<file path="config.mk">
export PLATFORM = sky130hd
export DESIGN_NAME = bfa_scan
export DESIGN_NICKNAME = d
export VERILOG_FILES = /design/src/bfa_pkg.sv /design/src/bfa_scan.sv
export SDC_FILE = /design/constraint.sdc
export NUM_CORES = 1
export LEC_CHECK = 0
export ABC_AREA = 1
export BUFFER_PORTS_ARGS = -buffer_cell sky130_fd_sc_hd__buf_2
export CAP_MARGIN = 15
export CORE_MARGIN = 10
export CORE_UTILIZATION = 54
export DETAILED_ROUTE_END_ITERATION = 12
export GPL_TIMING_DRIVEN = 0
export PLACE_DENSITY = 0.91
export SLEW_MARGIN = 20
export SYNTH_ARGS = -nofsm -noshare
export SYNTH_HDL_FRONTEND = slang
export SYNTH_SLANG_ARGS = --single-unit
</file>
<file path="constraint.sdc">
create_clock -name vclk -period 6.9
set_input_delay 0.69 -clock vclk [all_inputs]
set_output_delay 0.69 -clock vclk [all_outputs]
set_load 0.01 [all_outputs]
</file>
<file path="src/bfa_pkg.sv">
package bfa_pkg;

    localparam int MAX_ENTRIES = 8192;
    localparam int WORD_W      = 32;
    localparam int BIT_W       = $clog2(WORD_W);
    localparam int WORDS       = MAX_ENTRIES / WORD_W;
    localparam int WORD_AW     = $clog2(WORDS);
    localparam int NUM_W       = 14;
    localparam int ST_W        = 2;

    localparam logic CMD_ALLOC = 1'b0;
    localparam logic CMD_FREE  = 1'b1;

    localparam logic [ST_W-1:0] ST_OK    = 2'd0;
    localparam logic [ST_W-1:0] ST_FULL  = 2'd1;
    localparam logic [ST_W-1:0] ST_RANGE = 2'd2;

    localparam logic [NUM_W-1:0] COUNT_CAP   = NUM_W'(MAX_ENTRIES);
    localparam logic [2:0]       REG_ENTRY_COUNT = 3'd0;

    typedef struct packed {
        logic             found;
        logic [BIT_W-1:0] pos;
    } t_scan_res;

endpackage

</file>
<file path="src/bfa_scan.sv">
module bfa_scan
    import bfa_pkg::*;
(
    input  logic [WORD_W-1:0] i_word,
    input  logic              i_cmd,
    input  logic              i_last,
    input  logic [BIT_W-1:0]  i_bit,
    output logic [WORD_W-1:0] o_new_word,
    output t_scan_res         o_res
);

    logic [WORD_W-1:0] w_keep;
    logic [WORD_W-1:0] w_busy;
    logic [WORD_W-1:0] w_onehot;

    // bits past the entry count in the last word count as taken
    assign w_keep = {WORD_W{1'b1}} >> (BIT_W'(WORD_W - 1) - i_bit);
    assign w_busy = i_last ? (i_word | ~w_keep) : i_word;

    always_comb begin
        o_res.found = 1'b0;
        o_res.pos   = '0;
        for (int b = WORD_W - 1; b >= 0; b--) begin
            if (!w_busy[b]) begin
                o_res.found = 1'b1;
                o_res.pos   = BIT_W'(b);
            end
        end
    end

    always_comb begin
        if (i_cmd == CMD_FREE) begin
            w_onehot = WORD_W'(1) << i_bit;
            o_new_word = i_word & ~w_onehot;
        end else begin
            w_onehot = WORD_W'(1) << o_res.pos;
            o_new_word = i_word | w_onehot;
        end
    end

endmodule

</file>
== After elaboration in Yosys (flattened, before gate mapping) ==
Cells that the tools add are included.

* Bits in registers: 0
* Input port bits: 39
* Output and inout bits: 38
* Word-level logic and storage cells: 43

* $add $sub $neg: 1
* Shift-type cells: 3
* Muxes and demuxes: 34
* Bitwise operators: 5

{| class="wikitable"
|+ Operator list
! kind !! number
|-
| $mux W6 || 32
|-
| $mux W32 || 2
|-
| $not A32 Y32 || 2
|-
| $or A32 B32 Y32 || 2
|-
| $shl A1 B5 Y32 const A || 2
|-
| $and A32 B32 Y32 || 1
|-
| $shr A32 B5 Y32 const A || 1
|-
| $sub A5 B5 Y5 const A || 1
|}

== Longest topological paths before layout ==
* Depth after elaboration: 40
* Gate-level depth with buffers: 29
* Gate-level depth less buffers: 28

== Least setup slack after synthesis ==
OpenSTA, ideal clock, no wires.

* Path kind: input port to output port
* Start: input port i_bit[2]
* End: output port o_new_word[13]
* Data arrival time: 2.599 ns
* Required time: 6.210 ns
* Setup slack: 3.611 ns
* Stages on the path: 11
* Buffers on the path: 2
* Cells stage by stage: buf_2 nor2_2 nand2_1 o211ai_1 nand4_1 nor3b_2 a21oi_1 nor2_1 buf_2 nand4_1 o21bai_1

{| class="wikitable"
|+ RTL lines
! item !! line !! RTL
|-
| from (decl) || bfa_scan.sv:7 || <nowiki>input logic [BIT_W-1:0] i_bit,</nowiki>
|-
| to (decl) || bfa_scan.sv:8 || <nowiki>output logic [WORD_W-1:0] o_new_word,</nowiki>
|}

== Final worst setup path ==
* Start: input port i_bit[2]
* End: output port o_new_word[29]

* Longest elaborated chain between the ends: 40
* Elaborated cells on any way between the ends: 43
* Those cells by class: add/sub (1); shift (3); mux (34); bitwise (5)

{| class="wikitable"
|+ RTL lines
! item !! line !! RTL
|-
| $sub A5 B5 Y5 || bfa_scan.sv:17 || <nowiki>assign w_keep = {WORD_W{1'b1}} >> (BIT_W'(WORD_W - 1) - i_bit);</nowiki>
|-
| $shr A32 B5 Y32 || bfa_scan.sv:17 ||
|-
| $not A32 Y32 || bfa_scan.sv:18 || <nowiki>assign w_busy = i_last ? (i_word | ~w_keep) : i_word;</nowiki>
|-
| $or A32 B32 Y32 || bfa_scan.sv:18 ||
|-
| $mux W32 || bfa_scan.sv:18 ||
|-
| $mux W6 (32 in series) || bfa_scan.sv:24 || <nowiki>if (!w_busy[b]) begin</nowiki>
|-
| $shl A1 B5 Y32 || bfa_scan.sv:36 || <nowiki>w_onehot = WORD_W'(1) << o_res.pos;</nowiki>
|-
| $or A32 B32 Y32 || bfa_scan.sv:37 || <nowiki>o_new_word = i_word | w_onehot;</nowiki>
|-
| $mux W32 (*) || bfa_scan.sv:32 || <nowiki>if (i_cmd == CMD_FREE) begin</nowiki>
|}

Every way passes the cells marked *; elsewhere a longest branch is shown, timed or not.

==> results.yml <==
run_status:
  status: "completed"
detailed_routing:
  via_count: 2547
  ant_nets: 0
  post_drt_wl_per_cell_um: 15.7
  vias_per_cell: 5.79
  drc: 0
  drtPass1Iterations: 5
  drt_first_iter_violations: 301
  drt-total-wl_um: 6910
layout:
  multi_input_area_um2: 1330
  synthToLayoutAreaGrowth_pct: 25.4
  nets: 450
  diodes: 0
  fillers: 290
  clkbuf_count: 0
  design_area_um2: 2020
  seqCellArea_um2: 0
  seq_cells: 0
  final_layout_size_suffix_gt1_share_pct: 27.9
synth:
  ys_types: 32
  synth_most_common_cell: "nand2_1"
  syn-cell-area_um2: 1610
  synth_common_cells: "nand2_1, inv_1, o21ai_0, nor2_1, nand3_1"
  yosysTopAreaCell: "nand2_1"
  netlist.area_leader.share_pct: 20.7
  yosys_warnings: 0
  synth-seq-area-share_pct: 0
  synthTopCellsByArea: "nand2_1, inv_1, o21ai_0"
  syn_avg_cell_area_um2: 4.81
  synth_cells: 335
  synth_fp_nets: 374
sta:
  clock.fmax_ghz: 0.248
  setup_viol: 0
  timing.final.crit_share_pct: 58.3
  rsz0062_at_grt: "false"
  final-hold-violation-count: 0
  fin_tns_setup_ns: 0
  worst_pin_slew_ns: 0.474
  slew_headroom_pct: 68.3
  min_period_ns: 4.03
  slew_viol_final: 0
cts:
  cts-resized-gates: 0
  post_cts_buffers: 0
  ctsHoldBuffers: 0
grt:
  grt_usage_pct: 23.5
  grt_pass1_wl_um: 10700
  overflow: 0
  grt_pass1_vias: 2333
  grt_max_degree: 11
  antenna_found_initial: 0
power_and_ir_drop:
  max-vdd-ir-drop_mv: 0.0407
  power_leakage_nw: 1.12
  powerDensity_nw_per_um2: 63.7
critical_path:
  cp-start-kind: "primary input"
  startpoint: "i_bit[2]"
  path_class: "in2out"
  critPathCaptureType: "output pin"
  cp_max_fo: 10
  critPathArrivalTime_ns: 3.34
  crit_required_ns: 6.21
floorplan:
  die-area_um2: 5570
  initial_core_util_pct: 57.5
  fp.dieW_um: 74.7
  pin_count: 77
  die_h_um: 74.7
  rows: 19
  core_um2: 2810
worst_hold_path:
  min_path_type: "in2out"
  min_from: "i_word[28]"
placement:
  dpl_cell_area_um2: 2020
  port_buffers: 74
  finalWeightedCongestion: 1.04
  place_hpwl_um: 5890
job:
  drv_cap: 0
[cells by family after synthesis]
family / Yosys count / share of synthesized area (%)
AND/OR/NAND/NOR: 188 / 55.4
AO/OA/AOI/OAI: 77 / 27.2
buffers and inverters: 70 / 17.4
[power breakdown]
group,switching (mW),internal (mW)
logic,0.0836,0.0452
registers,0,0
clock network,0,0
[metrics by stage]
stage	std cells	worst slack (ns)	util (%)	hold slack (ns)	power, mW
detailed placement	440	2.99	72.1	1.73	0.125
global route	440	2.68	72.1	1.75	0.142
finish	440	2.87	72.1	1.73	0.129
floorplan	335	3.61	-	1.45	0.0809
CTS	440	2.98	72.1	1.73	0.126
global placement	440	3.10	72.1	1.72	0.124
[cells in the final DEF (no fill, tap or decap), drive strengths merged]
master and n:
a211o 1, a211oi 2, a21oi 7, a311oi 1, a31oi 3, and2 1
buf 79, clkbuf 2, clkinv 1, inv 62, nand2 98, nand3 23
nand4 9, nor2 46, nor3 9, nor3b 1, o211ai 2, o21a 2
o21ai 48, o21bai 11, or2 1
[area by class of cell]
type | instances | share of cell area, %
Multi-Input combinational cell | 265 | 65.9
Tap cell | 31 | 1.92
Buffer | 7 | 2.17
Timing Repair Buffer | 74 | 18.3
Inverter | 63 | 11.7
[metal layers]
metal  GRT usage [%]  part of all wire [%]  vias up
li1                -                     -     1238
met1            29.2                    41     1127
met2            40.8                    45      159
met3            4.60                    12       23
met4            5.04                   2.4        0
met5               0                     0        -
[final timing paths]
| path | cells after the start | endpoint |
|---|---|---|
| hold / removal | 4 | o_new_word[28] |
| setup / recovery | 12 | o_new_word[29] |
[worst max-delay path, stage by stage]
cell	delay, ns
buf_2	0.17
nor2_2	0.28
nand2_1	0.14
o211ai_1	0.33
nand4_1	0.16
nor3b_2	0.27
a21oi_1	0.10
nor2_1	0.39
buf_2	0.30
nand4_1	0.15
o21bai_1	0.18
buf_2	0.16
Note: power is estimated with default switching activity, not from simulation.
